===== src/sv/pcfd_pkg.sv =====
// shared types and constants for the pwm capture frequency and duty unit
// no dependencies; imported by every module of the block
package pcfd_pkg;

  // fixed field widths
  localparam int unsigned OpBits      = 2;
  localparam int unsigned CountBits   = 16;
  localparam int unsigned FreqBits    = 24;
  localparam int unsigned DutyBits    = 10;
  localparam int unsigned TickBits    = 32;
  localparam int unsigned CounterBits = 16;
  localparam int unsigned DutyScale   = 1000;
  localparam int unsigned NumerBits   = TickBits + DutyBits;
  localparam int unsigned StepBits    = 5;

  // capture clock rate after reset, in hertz
  localparam logic [FreqBits-1:0] ClockReset = 24'd1000000;

  // event codes
  typedef enum logic [OpBits-1:0] {
    OP_OVERFLOW = 2'd0,
    OP_HIGH     = 2'd1,
    OP_PERIOD   = 2'd2
  } op_e;

  // input word
  typedef struct packed {
    logic [OpBits-1:0]    operation;
    logic [CountBits-1:0] captured_count;
  } in_t;

  // output word
  typedef struct packed {
    logic [FreqBits-1:0] frequency;
    logic [DutyBits-1:0] duty_milli;
    logic                updated;
  } out_t;

  // job handed from front to back
  typedef struct packed {
    logic                upd;
    logic [TickBits-1:0] period;
    logic [TickBits-1:0] high_time;
  } job_t;

  // push side of the job queue
  typedef struct packed {
    logic valid;
    job_t job;
  } push_t;

  // pop side of the job queue
  typedef struct packed {
    logic valid;
    job_t job;
  } head_t;

endpackage


===== src/sv/pwm_capture_frequency_duty_unit.sv =====
// top level of the pwm capture frequency and duty unit
// depends on pcfd_pkg, pcfd_front, pcfd_queue, pcfd_back
//
//   channel  dir  handshake              word
//   in       in   in_valid_i/in_ready_o   in_t: operation, captured_count
//   out      out  out_valid_o/out_ready_i out_t: frequency, duty_milli, updated
//   cfg      in   cfg_valid_i/cfg_ready_o capture clock rate, 24 bits
//
// overflow, high capture and period captures that do not refresh pass through the queue
// entry and the output register; a refreshing period capture also runs the shared serial
// divider (24 steps for frequency, then 10 steps for duty).
// a two-entry job queue lets the front keep taking events while the divider runs.
// reset clears the control state and sets the clock rate to 1000000; datapath registers are not reset.
// a stalled output holds its word; the front stalls only when the queue is full.
module pwm_capture_frequency_duty_unit
  import pcfd_pkg::*;
(
  input  logic                clk_i,
  input  logic                rst_ni,
  input  logic                in_valid_i,
  output logic                in_ready_o,
  input  in_t                 in_data_i,
  output logic                out_valid_o,
  input  logic                out_ready_i,
  output out_t                out_data_o,
  input  logic                cfg_valid_i,
  output logic                cfg_ready_o,
  input  logic [FreqBits-1:0] cfg_data_i
);

  logic [FreqBits-1:0] clock_rate_q;
  push_t               push;
  head_t               head;
  logic                q_full;
  logic                pop;

  // clock rate register
  assign cfg_ready_o = 1'b1;

  always_ff @(posedge clk_i or negedge rst_ni) begin
    if (!rst_ni) begin
      clock_rate_q <= ClockReset;
    end else if (cfg_valid_i && cfg_ready_o) begin
      clock_rate_q <= cfg_data_i;
    end
  end

  pcfd_front u_front (
    .clk_i      (clk_i),
    .rst_ni     (rst_ni),
    .in_valid_i (in_valid_i),
    .in_ready_o (in_ready_o),
    .in_data_i  (in_data_i),
    .q_full_i   (q_full),
    .push_o     (push)
  );

  pcfd_queue u_queue (
    .clk_i  (clk_i),
    .rst_ni (rst_ni),
    .push_i (push),
    .full_o (q_full),
    .head_o (head),
    .pop_i  (pop)
  );

  pcfd_back u_back (
    .clk_i        (clk_i),
    .rst_ni       (rst_ni),
    .head_i       (head),
    .pop_o        (pop),
    .clock_rate_i (clock_rate_q),
    .out_valid_o  (out_valid_o),
    .out_ready_i  (out_ready_i),
    .out_data_o   (out_data_o)
  );

endmodule


===== src/sv/pcfd_front.sv =====
// front part: accepts timer events, extends ticks and classifies period captures
// depends on pcfd_pkg
module pcfd_front
  import pcfd_pkg::*;
(
  input  logic  clk_i,
  input  logic  rst_ni,
  input  logic  in_valid_i,
  output logic  in_ready_o,
  input  in_t   in_data_i,
  input  logic  q_full_i,
  output push_t push_o
);

  logic [CountBits-1:0] ovf_q, ovf_d;
  logic [TickBits-1:0]  high_q, high_d;
  logic [63:0]          ext_wide;
  logic [TickBits-1:0]  ext;
  logic                 accept;

  assign in_ready_o = !q_full_i;
  assign accept     = in_valid_i && in_ready_o;

  // extended tick value, kept modulo 2^32
  assign ext_wide = (64'(ovf_q) << CounterBits) + 64'(in_data_i.captured_count);
  assign ext      = ext_wide[TickBits-1:0];

  // event decode and job build
  always_comb begin
    ovf_d                 = ovf_q;
    high_d                = high_q;
    push_o.valid          = accept;
    push_o.job.upd        = 1'b0;
    push_o.job.period     = ext;
    push_o.job.high_time  = high_q;
    if (accept) begin
      case (op_e'(in_data_i.operation))
        OP_OVERFLOW: ovf_d  = ovf_q + 1'b1;
        OP_HIGH:     high_d = ext;
        OP_PERIOD: begin
          ovf_d          = '0;
          push_o.job.upd = (ext != '0) && (high_q <= ext);
        end
        default: ;
      endcase
    end
  end

  always_ff @(posedge clk_i or negedge rst_ni) begin
    if (!rst_ni) begin
      ovf_q  <= '0;
      high_q <= '0;
    end else begin
      ovf_q  <= ovf_d;
      high_q <= high_d;
    end
  end

endmodule


===== src/sv/pcfd_queue.sv =====
// two-entry job queue between the front and the back
// depends on pcfd_pkg
module pcfd_queue
  import pcfd_pkg::*;
(
  input  logic  clk_i,
  input  logic  rst_ni,
  input  push_t push_i,
  output logic  full_o,
  output head_t head_o,
  input  logic  pop_i
);

  logic [1:0] cnt_q, cnt_d;
  logic       wr_ptr_q, rd_ptr_q;
  job_t       mem_q [2];
  logic       do_push, do_pop;

  assign full_o      = cnt_q[1];
  assign head_o.valid = (cnt_q != 2'd0);
  assign head_o.job   = mem_q[rd_ptr_q];
  assign do_push     = push_i.valid && !full_o;
  assign do_pop      = pop_i && head_o.valid;

  // occupancy
  always_comb begin
    cnt_d = cnt_q;
    if (do_push && !do_pop) begin
      cnt_d = cnt_q + 2'd1;
    end else if (do_pop && !do_push) begin
      cnt_d = cnt_q - 2'd1;
    end
  end

  always_ff @(posedge clk_i or negedge rst_ni) begin
    if (!rst_ni) begin
      cnt_q    <= '0;
      wr_ptr_q <= 1'b0;
      rd_ptr_q <= 1'b0;
    end else begin
      cnt_q <= cnt_d;
      if (do_push) begin
        wr_ptr_q <= !wr_ptr_q;
      end
      if (do_pop) begin
        rd_ptr_q <= !rd_ptr_q;
      end
    end
  end

  // entry storage
  always_ff @(posedge clk_i) begin
    if (do_push) begin
      mem_q[wr_ptr_q] <= push_i.job;
    end
  end

endmodule


===== src/sv/pcfd_back.sv =====
// back part: serial divider for frequency and duty, result register
// depends on pcfd_pkg
module pcfd_back
  import pcfd_pkg::*;
(
  input  logic                clk_i,
  input  logic                rst_ni,
  input  head_t               head_i,
  output logic                pop_o,
  input  logic [FreqBits-1:0] clock_rate_i,
  output logic                out_valid_o,
  input  logic                out_ready_i,
  output out_t                out_data_o
);

  typedef enum logic [3:0] {
    ST_IDLE = 4'b0001,
    ST_FREQ = 4'b0010,
    ST_DUTY = 4'b0100,
    ST_DONE = 4'b1000
  } state_e;

  state_e               state_q, state_d;
  logic [StepBits-1:0]  step_q, step_d;
  logic [TickBits-1:0]  period_q, period_d;
  logic [NumerBits-1:0] numer_q, numer_d;
  logic [TickBits-1:0]  rem_q, rem_d;
  logic [FreqBits-1:0]  quo_q, quo_d;
  logic [FreqBits-1:0]  freq_q, freq_d;
  logic [DutyBits-1:0]  duty_q, duty_d;
  out_t                 out_q, out_d;
  logic                 out_valid_q, out_valid_d;

  logic [TickBits:0]    rem_shift;
  logic                 ge;
  logic [TickBits-1:0]  rem_sub;
  logic [TickBits-1:0]  rem_next;
  logic [FreqBits-1:0]  quo_next;
  logic                 slot_free;

  assign out_valid_o = out_valid_q;
  assign out_data_o  = out_q;
  assign slot_free   = !out_valid_q || out_ready_i;

  // one restoring division step, quotient bit shifts in at the bottom
  assign rem_shift = {rem_q, quo_q[FreqBits-1]};
  assign ge        = rem_shift >= {1'b0, period_q};
  assign rem_sub   = rem_shift[TickBits-1:0] - period_q;
  assign rem_next  = ge ? rem_sub : rem_shift[TickBits-1:0];
  assign quo_next  = {quo_q[FreqBits-2:0], ge};

  // sequencer
  always_comb begin
    state_d     = state_q;
    step_d      = step_q;
    period_d    = period_q;
    numer_d     = numer_q;
    rem_d       = rem_q;
    quo_d       = quo_q;
    freq_d      = freq_q;
    duty_d      = duty_q;
    out_d       = out_q;
    out_valid_d = out_valid_q;
    pop_o       = 1'b0;
    if (out_valid_q && out_ready_i) begin
      out_valid_d = 1'b0;
    end
    case (state_q)
      ST_IDLE: begin
        if (head_i.valid && slot_free) begin
          pop_o = 1'b1;
          if (head_i.job.upd) begin
            period_d = head_i.job.period;
            numer_d  = NumerBits'(head_i.job.high_time) * NumerBits'(DutyScale);
            quo_d    = clock_rate_i;
            rem_d    = '0;
            step_d   = '0;
            state_d  = ST_FREQ;
          end else begin
            out_d.frequency  = freq_q;
            out_d.duty_milli = duty_q;
            out_d.updated    = 1'b0;
            out_valid_d      = 1'b1;
          end
        end
      end
      ST_FREQ: begin
        rem_d  = rem_next;
        quo_d  = quo_next;
        step_d = step_q + 1'b1;
        if (step_q == StepBits'(FreqBits - 1)) begin
          // duty quotient fits in ten bits, so start from the upper numerator bits
          freq_d  = quo_next;
          rem_d   = numer_q[NumerBits-1:DutyBits];
          quo_d   = {numer_q[DutyBits-1:0], {(FreqBits-DutyBits){1'b0}}};
          step_d  = '0;
          state_d = ST_DUTY;
        end
      end
      ST_DUTY: begin
        rem_d  = rem_next;
        quo_d  = quo_next;
        step_d = step_q + 1'b1;
        if (step_q == StepBits'(DutyBits - 1)) begin
          duty_d  = quo_next[DutyBits-1:0];
          state_d = ST_DONE;
        end
      end
      ST_DONE: begin
        if (slot_free) begin
          out_d.frequency  = freq_q;
          out_d.duty_milli = duty_q;
          out_d.updated    = 1'b1;
          out_valid_d      = 1'b1;
          state_d          = ST_IDLE;
        end
      end
      default: state_d = ST_IDLE;
    endcase
  end

  always_ff @(posedge clk_i or negedge rst_ni) begin
    if (!rst_ni) begin
      state_q     <= ST_IDLE;
      step_q      <= '0;
      freq_q      <= '0;
      duty_q      <= '0;
      out_valid_q <= 1'b0;
    end else begin
      state_q     <= state_d;
      step_q      <= step_d;
      freq_q      <= freq_d;
      duty_q      <= duty_d;
      out_valid_q <= out_valid_d;
    end
  end

  // datapath registers
  always_ff @(posedge clk_i) begin
    period_q <= period_d;
    numer_q  <= numer_d;
    rem_q    <= rem_d;
    quo_q    <= quo_d;
    out_q    <= out_d;
  end

endmodule


===== config.mk =====
export PLATFORM = sky130hd
export DESIGN_NAME = pwm_capture_frequency_duty_unit
export DESIGN_NICKNAME = d
export VERILOG_FILES = /design/src/sv/pcfd_pkg.sv /design/src/sv/pwm_capture_frequency_duty_unit.sv /design/src/sv/pcfd_front.sv /design/src/sv/pcfd_queue.sv /design/src/sv/pcfd_back.sv
export SDC_FILE = /design/constraint.sdc
export NUM_CORES = 1
export LEC_CHECK = 0
export ABC_AREA = 1
export CAP_MARGIN = 20
export CORE_MARGIN = 2
export CORE_UTILIZATION = 55
export DETAILED_ROUTE_END_ITERATION = 16
export DONT_BUFFER_PORTS = 1
export MAX_ROUTING_LAYER = met4
export PLACE_DENSITY = 0.7
export SLEW_MARGIN = 20
export SYNTH_ARGS = -nofsm -noshare
export SYNTH_HDL_FRONTEND = slang
export SYNTH_SLANG_ARGS = --single-unit

===== constraint.sdc =====
create_clock -name clk_i -period 9.1 [get_ports clk_i]
set_input_delay 1.82 -clock clk_i [delete_from_list [all_inputs] [get_ports clk_i]]
set_output_delay 1.82 -clock clk_i [all_outputs]
set_load 0.05 [all_outputs]

==> results.sh, run 1 <==
export IMPL_fmax_mhz=158.4
export IMPL_syn_area_mm2=0.02492
export IMPL_drc_errors=0
export IMPL_die_y_um=216.9
export IMPL_numCtsBuffers=44
export IMPL_die_w_um=216.9
export IMPL_met2_usage_pct=43.80
export IMPL_status="finished, final reports clean"
export IMPL_hold_buffers=0
export IMPL_grt_use_met3_pct=3.019
export IMPL_drtIter0Drc=1303
export IMPL_maxCapViolCount=0
export IMPL_die_area_mm2=0.04702
export IMPL_synth_top_area_share_pct=35.19
export IMPL_drt_antenna_violating_nets=0
export IMPL_setup_viol=0
export IMPL_cp_max_fo=96
export IMPL_grt_pass1_wl_mm=95.96
export IMPL_grt_max_degree=121
export IMPL_grt_use_total_pct=27.19
export IMPL_rsz0062_at_grt="false"
export IMPL_antenna_found_initial=1
export IMPL_drive_above_1_share_pct=6.405
export IMPL_core_mm2=0.04451
export IMPL_cts_root_buf="clkbuf_16"
export IMPL_cts_resized=0
export IMPL_fin_area_mm2=0.02703
export IMPL_cp_start_kind="flop"
export IMPL_cts_tree="done"
export IMPL_cts_max_path_buffers=3
export IMPL_cts_clk_slew_worst_paths_ns=0.06
export IMPL_wl_mm=60.41
export IMPL_synthDistinctLibCells=48
export IMPL_dp_hpwl_mm=46.53
export IMPL_nets=2938
export IMPL_synth_nets=2931
export IMPL_post_cts_buffers=0
export IMPL_timing_critical_path_to_type="flop"
export IMPL_io_pins=85
export IMPL_tightest_slew_ns=1.071
export IMPL_clk_latency_ns=0.57
export IMPL_synthCells=2611
export IMPL_hold_class="flop to flop"
export IMPL_fin_worst_skew_ns=0.01632
export IMPL_synth_avg_cell_area_um2=9.543
export IMPL_setup_tns_ns=0
export IMPL_grt_pass1_vias=17390
export IMPL_syn2layout_area_growth_pct=8.481
export IMPL_grt_overflow_total=0
export IMPL_period_minus_slack_ns=6.313
export IMPL_gp_congestion=0.9461
export IMPL_wl_per_cell_um=18.61
export IMPL_fp_row_count=77
export IMPL_place_inst=3162
export IMPL_synthFlopType="edfxtp_1"
export IMPL_yosysSeqAreaShare_pct=47.28
export IMPL_final_hold_viol_count=0
export IMPL_synthTopCellsByCount="638 x nand2_1, 474 x inv_1, 292 x edfxtp_1"
export IMPL_fin_crit_sh_pct=69.37
export IMPL_synth_most_common_cell="nand2_1"
export IMPL_synth_top_area_cell="edfxtp_1"
export IMPL_worst_ep_required_time_ns=9.41
export IMPL_vias=17420
export IMPL_cts_htree_levels=2
export IMPL_synth_edf_count=292
export IMPL_initial_utilization_pct=55.98
export IMPL_first_pass_iters=6
export IMPL_use_met1_pct=36.60
export IMPL_gr_max_usage_layer="met2"
export IMPL_placed_area_mm2=0.02554
export IMPL_cts_sinks=412
export IMPL_ys_ff_latch=412
export IMPL_final_max_slew_violation_count=0
export IMPL_worstPathArrival_ns=6.62
export IMPL_ys_async_sr_fraction_pct=29.13
export IMPL_yosys_top_cells_area="edfxtp_1 35%, dfrtp_1 11%, nand2_1 9.6%"
export IMPL_path_class="flop to flop"
export IMPL_fin_cells=3246
export IMPL_ys_warn_count=0
export IMPL_portBuffers=0
export IMPL_drt_vias_per_instance=5.368
export IMPL_relSlewSlack_pct=28.63
export IMPL_antenna_cells=0
[final cells by class]
class,count,area (µm²)
flip-flops and latches,412,11790
multi-input cells,1664,11130
clock buffers,66,1234
repair buffers,11,122.6
inverters,485,1821
clock inverters,16,197.7
well taps,592,740.7
fillers,3779,17480
[sequential cells by signal, summed over array words and instances, names as in the netlist]
register and cells:
clock_rate_q 24, u_back.duty_q 10, u_back.freq_q 24, u_back.numer_q 39, u_back.out_data_o 35, u_back.out_valid_o 1, u_back.period_q 32, u_back.quo_q 24
u_back.rem_q 32, u_back.state_q 4, u_back.step_q 5, u_front.high_q 32, u_front.ovf_q 16, u_queue.cnt_q 2, u_queue.mem_q 130, u_queue.rd_ptr_q 1
u_queue.wr_ptr_q 1
[cell families after synthesis]
group                    share of synthesized area (%)
flip-flops                                       47.28
AO/OA/AOI/OAI                                    6.739
XOR/XNOR                                         1.757
buffers and inverters                            8.265
adder cells (fa/ha/maj)                          17.29
other                                          0.01505
AND/OR/NAND/NOR                                  17.07
multiplexers                                     1.577
[worst max-delay path, stage by stage, from the launching register on]
cell	delay, ns
dfrtp_4	0.82
o21ai_0	0.92
inv_1	0.26
fa_1	0.56
fa_1	0.55
inv_1	0.06
fa_1	0.52
inv_1	0.05
fa_1	0.44
ha_1	0.39
nand2_1	0.13
nor2_1	0.15
inv_1	0.08
nor4_1	0.44
o21ai_0	0.33
nand4_1	0.15
nand2_1	0.10
[layer usage]
metal | part of all wire, % | vias up | routed length (µm)
li1 | - | 8487 | -
met1 | 45 | 8381 | 27270
met2 | 47 | 444 | 28410
met3 | 4.5 | 111 | 2691
met4 | 3.4 | 0 | 2029
met5 | 0 | - | 0
[path summary, 6_finish.rpt]
path / depth (start not counted) / endpoint / slack, ns / from
min in group asynchronous: 0 / u_front.high_q[1]$_DFFE_PN0P_ / 0.96 / rst_ni
worst min-delay path: 0 / u_back.out_data_o[34]$_DFFE_PP_ / 0.45 / u_back.freq_q[23]$_DFFE_PN0P_
worst max-delay path: 16 / u_back.numer_q[39]$_DFFE_PP_ / 2.79 / u_queue.rd_ptr_q$_DFFE_PN0P_
worst max register to register: 16 / u_back.numer_q[39]$_DFFE_PP_ / 2.79 / u_queue.rd_ptr_q$_DFFE_PN0P_
max in group asynchronous: 0 / clock_rate_q[9]$_DFFE_PN1P_ / 7.85 / rst_ni
worst min register to register: 0 / u_back.out_data_o[34]$_DFFE_PP_ / 0.45 / u_back.freq_q[23]$_DFFE_PN0P_
[stage by stage]
step	utilization (%)	worst slack, ns	hold WS (ns)
finish	60.73	2.787	0.4493
global route	60.73	2.424	0.4570
CTS	60.59	2.702	0.4490
detailed placement	57.37	2.698	0.4342
global placement	57.37	2.760	0.4311
floorplan	-	1.868	0.4253
[layout by cell type (no fill, tap or decap), drive strengths merged, types with 4 or more instances in the layout]
| cell type | n |
|---|---|
| o21ai | 160 |
| nand3 | 109 |
| o21bai | 4 |
| clkinv | 10 |
| fa | 119 |
| nand2 | 652 |
| inv | 487 |
| mux2 | 34 |
| nor2 | 143 |
| o21a | 8 |
| nand4 | 29 |
| nor3 | 17 |
| nor4 | 12 |
| dfstp | 8 |
| a21oi | 98 |
| buf | 11 |
| a31oi | 5 |
| nand3b | 27 |
| xnor2 | 21 |
| o22ai | 17 |
| a21o | 7 |
| dfrtp | 112 |
| a221oi | 7 |
| xor2 | 29 |
| ha | 154 |
| edfxtp | 292 |
| clkbuf | 66 |
Power of run 1 is left out: the tool's default activity adds up to more than one toggle a clock period on the data nets, which glitch-free logic cannot reach.
==> inputs of run 2 (changes only) <==
- clock period: 9.1 -> 6 ns (I/O delays scaled with it)
==> results.sh, run 2 (same netlist as run 1, synthesis figures left out) <==
export IMPL_setup_viol=0
export IMPL_setup_tns_ns=0
export IMPL_fmax_mhz=179.9
export IMPL_cts_htree_levels=2
export IMPL_grt_use_total_pct=26.94
export IMPL_die_y_um=216.9
export IMPL_cts_root_buf="clkbuf_16"
export IMPL_nets=2953
export IMPL_drt_antenna_violating_nets=0
export IMPL_worst_ep_required_time_ns=6.31
export IMPL_grt_pass1_wl_mm=94.77
export IMPL_gp_congestion=0.9484
export IMPL_critPathLaunch="u_queue.rd_ptr_q$_DFFE_PN0P_"
export IMPL_r2r_end="u_back.numer_q[39]$_DFFE_PP_"
export IMPL_drtIter0Drc=1402
export IMPL_wl_per_cell_um=18.42
export IMPL_portBuffers=0
export IMPL_final_hold_viol_count=0
export IMPL_wl_mm=60.00
export IMPL_relSlewSlack_pct=34.56
export IMPL_vias=17440
export IMPL_r2r_start="u_queue.rd_ptr_q$_DFFE_PN0P_"
export IMPL_drive_above_1_share_pct=6.792
export IMPL_die_area_mm2=0.04702
export IMPL_hold_class="primary input to async pin"
export IMPL_cp_start_kind="flop"
export IMPL_final_max_slew_violation_count=0
export IMPL_cp_depth=16
export IMPL_die_w_um=216.9
export IMPL_cp_max_fo=69
export IMPL_fin_crit_sh_pct=92.63
export IMPL_antenna_found_initial=0
export IMPL_first_pass_iters=5
export IMPL_drt_vias_per_instance=5.353
export IMPL_cts_tree="done"
export IMPL_numCtsBuffers=43
export IMPL_hold_buffers=0
export IMPL_drc_errors=0
export IMPL_post_cts_buffers=0
export IMPL_grt_max_degree=121
export IMPL_slowest_delay_ns=0.74
export IMPL_timing_critical_path_to_type="flop"
export IMPL_cts_clk_slew_worst_paths_ns=0.06
export IMPL_worstPathCellList="o21ai_0, inv_1, fa_1, inv_1, fa_1, inv_1, fa_1, fa_1, ha_1, nand2_1, nor2_1, inv_1, nor4_1, o21ai_0, nand4_1, nand2_1"
export IMPL_path_class="flop to flop"
export IMPL_clk_latency_ns=0.56
export IMPL_cp_endpoint="u_back.numer_q[39]$_DFFE_PP_"
export IMPL_rrSetupSlack_ns=0.44
export IMPL_io_pins=85
export IMPL_reg2regPathDepth=16
export IMPL_maxCapViolCount=0
export IMPL_cts_resized=0
export IMPL_dp_hpwl_mm=46.14
export IMPL_initial_utilization_pct=55.98
export IMPL_worstPathArrival_ns=5.87
export IMPL_tightest_slew_ns=0.9543
export IMPL_cts_sinks=412
export IMPL_period_minus_slack_ns=5.558
export IMPL_final_cell_mix="638 x nand2_1, 472 x inv_1, 292 x edfxtp_1, 159 x o21ai_0, 154 x ha_1"
export IMPL_fin_worst_skew_ns=0.01592
export IMPL_largest_register="u_queue.mem_q"
export IMPL_syn2layout_area_growth_pct=8.551
export IMPL_grt_pass1_vias=17330
export IMPL_fp_row_count=77
export IMPL_antenna_cells=0
export IMPL_rsz0062_at_grt="false"
export IMPL_cp_slowest_cell="dfrtp_4"
export IMPL_layout_commonest_cell="nand2_1"
export IMPL_grt_overflow_total=0
export IMPL_core_mm2=0.04451
export IMPL_cp_top_family="adder cells"
export IMPL_crit_buf_inv=4
export IMPL_status="finished, final reports clean"
export IMPL_cts_max_path_buffers=3
export IMPL_largest_register_ffs=130
-- run 2: cell types whose count changed in the layout (fill, tap and decap cells not counted), sizes merged --
cell,change
buf,+16
bufinv,-1
clkbuf,-4
inv,-2
clkinv,+1
clkinvlp,+1
-- run 2: stage by stage --
| step | cells | hold WS, ns | setup slack, ns | area (µm²) | util [%] |
|---|---|---|---|---|---|
| 2_1_floorplan | 2611 | 0.4253 | 0.6481 | 24920 | - |
| 3_3_place_gp | 3179 | 0.4316 | 0.4598 | 25660 | 57.66 |
| 3_5_place_dp | 3179 | 0.4321 | 0.4305 | 25660 | 57.66 |
| 4_1_cts | 3256 | 0.3128 | 0.4318 | 27010 | 60.69 |
| 5_1_grt | 3257 | 0.3202 | 0.01783 | 27050 | 60.77 |
| 6_report | 3257 | 0.3373 | 0.4424 | 27050 | 60.77 |
-- run 2: worst min-delay path by stage --
stage	cells past startpoint	endpoint	from	slack [ns]
final	0	u_front.high_q[1]$_DFFE_PN0P_	rst_ni	0.34
after global routing	0	u_front.high_q[4]$_DFFE_PN0P_	rst_ni	0.32
after CTS	0	u_front.high_q[6]$_DFFE_PN0P_	rst_ni	0.31
after detailed placement	0	u_back.out_data_o[14]$_DFFE_PP_	u_back.freq_q[3]$_DFFE_PN0P_	0.43
after global placement	0	u_back.out_data_o[1]$_DFFE_PP_	u_back.duty_q[0]$_DFFE_PN0P_	0.43
after floorplan	0	u_back.out_data_o[10]$_DFFE_PP_	u_back.duty_q[9]$_DFFE_PN0P_	0.43
-- run 2: cell type report --
type                       count  area (µm²)
clock buffer                  62        1199
clock inverter                15       150.1
fill                        3739       17460
inverter                     485        1821
multi-input combinational   1664       11130
sequential                   412       11790
tap                          592       740.7
timing repair buffer          27       222.7
-- run 2: layer usage --
layer	global-route usage [%]	wire length [µm]	vias to the layer above
met3	3.256	2991	103
met4	9.475	2080	0
li1	-	-	8507
met1	36.23	26670	8359
met5	-	0	-
met2	42.74	28260	467
Power of run 2 is left out for the same reason.
==> inputs of run 3 (changes only) <==
- SYNTH_HIERARCHICAL: not set -> 1
==> results.sh, run 3 <==
export IMPL_worst_ep_required_time_ns=6.31
export IMPL_grt_use_total_pct=27.14
export IMPL_tightest_slew_ns=0.9679
export IMPL_synth_compound_area_share_pct=5.433
export IMPL_portBuffers=0
export IMPL_final_cell_mix="874 x nand2_1, 446 x inv_1, 292 x edfxtp_1, 155 x ha_1, 122 x nor2_1"
export IMPL_status="finished, final reports clean"
export IMPL_nets=3055
export IMPL_antenna_cells=0
export IMPL_drtIter0Drc=1319
export IMPL_synth_xor_area_share_pct=1.699
export IMPL_relSlewSlack_pct=35.25
export IMPL_synth_top_area_cell="edfxtp_1"
export IMPL_wl_per_cell_um=17.96
export IMPL_largest_register_ffs=130
export IMPL_cts_resized=0
export IMPL_hold_buffers=0
export IMPL_dp_hpwl_mm=46.95
export IMPL_cts_root_buf="clkbuf_16"
export IMPL_cts_clk_slew_worst_paths_ns=0.06
export IMPL_top_layer_used="met4"
export IMPL_synth_top_area_share_pct=34.71
export IMPL_die_y_um=218.3
export IMPL_cts_tree="done"
export IMPL_setup_viol=0
export IMPL_drt_vias_per_instance=5.324
export IMPL_grt_overflow_total=0
export IMPL_die_area_mm2=0.04766
export IMPL_wl_mm=60.52
export IMPL_drc_errors=0
export IMPL_cts_sinks=412
export IMPL_synthCells=2747
export IMPL_synthSimpleGateAreaFrac_pct=20.49
export IMPL_synth_most_common_cell="nand2_1"
export IMPL_timing_critical_path_to_type="flop"
export IMPL_io_pins=85
export IMPL_cts_htree_levels=2
export IMPL_ys_warn_count=6
export IMPL_die_w_um=218.3
export IMPL_grt_max_degree=121
export IMPL_place_ws_ns=0.5725
export IMPL_synthMuxAreaShare_pct=0
export IMPL_synth_edf_count=292
export IMPL_largest_register="u_queue/mem_q"
export IMPL_path_class="flop to flop"
export IMPL_wl_met3_mm=3.144
export IMPL_synthDistinctLibCells=51
export IMPL_yosysSeqAreaShare_pct=46.63
export IMPL_synthTopCellsByCount="874 x nand2_1, 447 x inv_1, 292 x edfxtp_1"
export IMPL_drt_met1_wl_mm=26.32
export IMPL_setup_ws_ns=0.6021
export IMPL_fp_row_count=78
export IMPL_syn2layout_area_growth_pct=6.954
export IMPL_grt_pass1_vias=18100
export IMPL_ys_ff_latch=412
export IMPL_cp_start_kind="flop"
export IMPL_vias=17940
export IMPL_ys_async_sr_fraction_pct=29.13
export IMPL_initial_utilization_pct=55.67
export IMPL_fmax_mhz=185.3
export IMPL_synth_top_family_by_area="simple AND/OR/NAND/NOR gates"
export IMPL_period_minus_slack_ns=5.398
export IMPL_gp_congestion=0.9649
export IMPL_cts_max_path_buffers=3
export IMPL_maxCapViolCount=0
export IMPL_cp_max_fo=37
export IMPL_grt_pass1_wl_mm=96.86
export IMPL_drive_above_1_share_pct=5.345
export IMPL_clk_latency_ns=0.57
export IMPL_synth_avg_cell_area_um2=9.197
export IMPL_hold_class="primary input to async pin"
export IMPL_worstPathArrival_ns=5.71
export IMPL_syn_area_mm2=0.02526
export IMPL_synth_adder_area_share_pct=17.03
export IMPL_rsz0062_at_grt="false"
export IMPL_final_hold_viol_count=0
export IMPL_layout_commonest_cell="nand2_1"
export IMPL_first_pass_iters=5
export IMPL_synth_nets=3067
export IMPL_fin_worst_skew_ns=0.01527
export IMPL_antenna_found_initial=0
export IMPL_core_mm2=0.04538
export IMPL_synthFlopType="edfxtp_1"
export IMPL_numCtsBuffers=43
export IMPL_drt_antenna_violating_nets=0
export IMPL_finish_utilization_pct=59.54
export IMPL_worst_hold_slack_ns=0.3480
export IMPL_wl_met2_mm=28.43
export IMPL_yosys_top_cells_area="edfxtp_1 35%, nand2_1 13%, dfrtp_1 11%"
export IMPL_fin_crit_sh_pct=89.97
export IMPL_post_cts_buffers=0
export IMPL_final_max_slew_violation_count=0
export IMPL_setup_tns_ns=0
-- run 3: changes by cell type after synthesis, sizes merged, moves of 10 or more --
cell    before  now
nand2      652  897
buf         18   56
o22ai       17    3
inv        483  458
clkbuf      32   14
mux2        34    0
nand3b      27   37
nand4       29   19
o21ai      160  125
-- run 3: logic make-up (layout without fill, tap and decap cells) --
logic type               count (synthesis)  count (layout)
AND/OR/NAND/NOR                       1229            1229
buffers and inverters                  529             551
XOR/XNOR                                49              49
adder cells (fa/ha/maj)                273             273
other                                    1               1
AO/OA/AOI/OAI                          254             254
flip-flops                             412             412
-- run 3: layer usage --
metal	GRT usage, %	up-vias
li1	-	8699
met1	35.11	8610
met2	43.14	496
met3	4.036	130
met4	11.16	0
met5	-	-
-- run 3: critical path, cell delays in order, from the launching register on --
cell      delay [ns]
dfrtp_2         0.40
inv_2           0.45
nand2_1         0.12
nand2_1         0.28
inv_1           0.11
fa_1            0.51
fa_1            0.53
fa_1            0.51
fa_1            0.51
inv_1           0.04
ha_1            0.40
nand2_1         0.14
nor2_1          0.24
inv_1           0.09
nor2_1          0.19
nand4_1         0.17
nand3b_1        0.18
nand2_1         0.09
nand3_1         0.07
nand2_1         0.08
-- run 3: path summary, 6_finish.rpt --
check | from | end | slack (ns) | cells after the start
max | u_queue/rd_ptr_q$_DFFE_PN0P_ | u_back/numer_q[33]$_DFFE_PP_ | 0.60 | 19
min | rst_ni | u_front/high_q[24]$_DFFE_PN0P_ | 0.35 | 0
max reg2reg | u_queue/rd_ptr_q$_DFFE_PN0P_ | u_back/numer_q[33]$_DFFE_PP_ | 0.60 | 19
min reg2reg | u_back/freq_q[17]$_DFFE_PN0P_ | u_back/out_data_o[28]$_DFFE_PP_ | 0.45 | 0
max in group asynchronous | rst_ni | clock_rate_q[17]$_DFFE_PN1P_ | 5.32 | 0
min in group clk_i | u_back/freq_q[17]$_DFFE_PN0P_ | u_back/out_data_o[28]$_DFFE_PP_ | 0.45 | 0
-- run 3: cell type report --
type                       count  area [µm²]
clock buffer                  62        1199
clock inverter                17       128.9
fill                        3931       18360
inverter                     459        1732
multi-input combinational   1806       11310
sequential                   412       11780
tap                          600       750.7
timing repair buffer          13       117.6
-- run 3: through the flow --
stage / instances / area (µm²)
final: 3369 / 27020
after global routing: 3369 / 27020
after CTS: 3368 / 26990
after detailed placement: 3289 / 25660
after global placement: 3289 / 25660
after floorplan: 2747 / 25260
Power of run 3 is left out for the same reason.
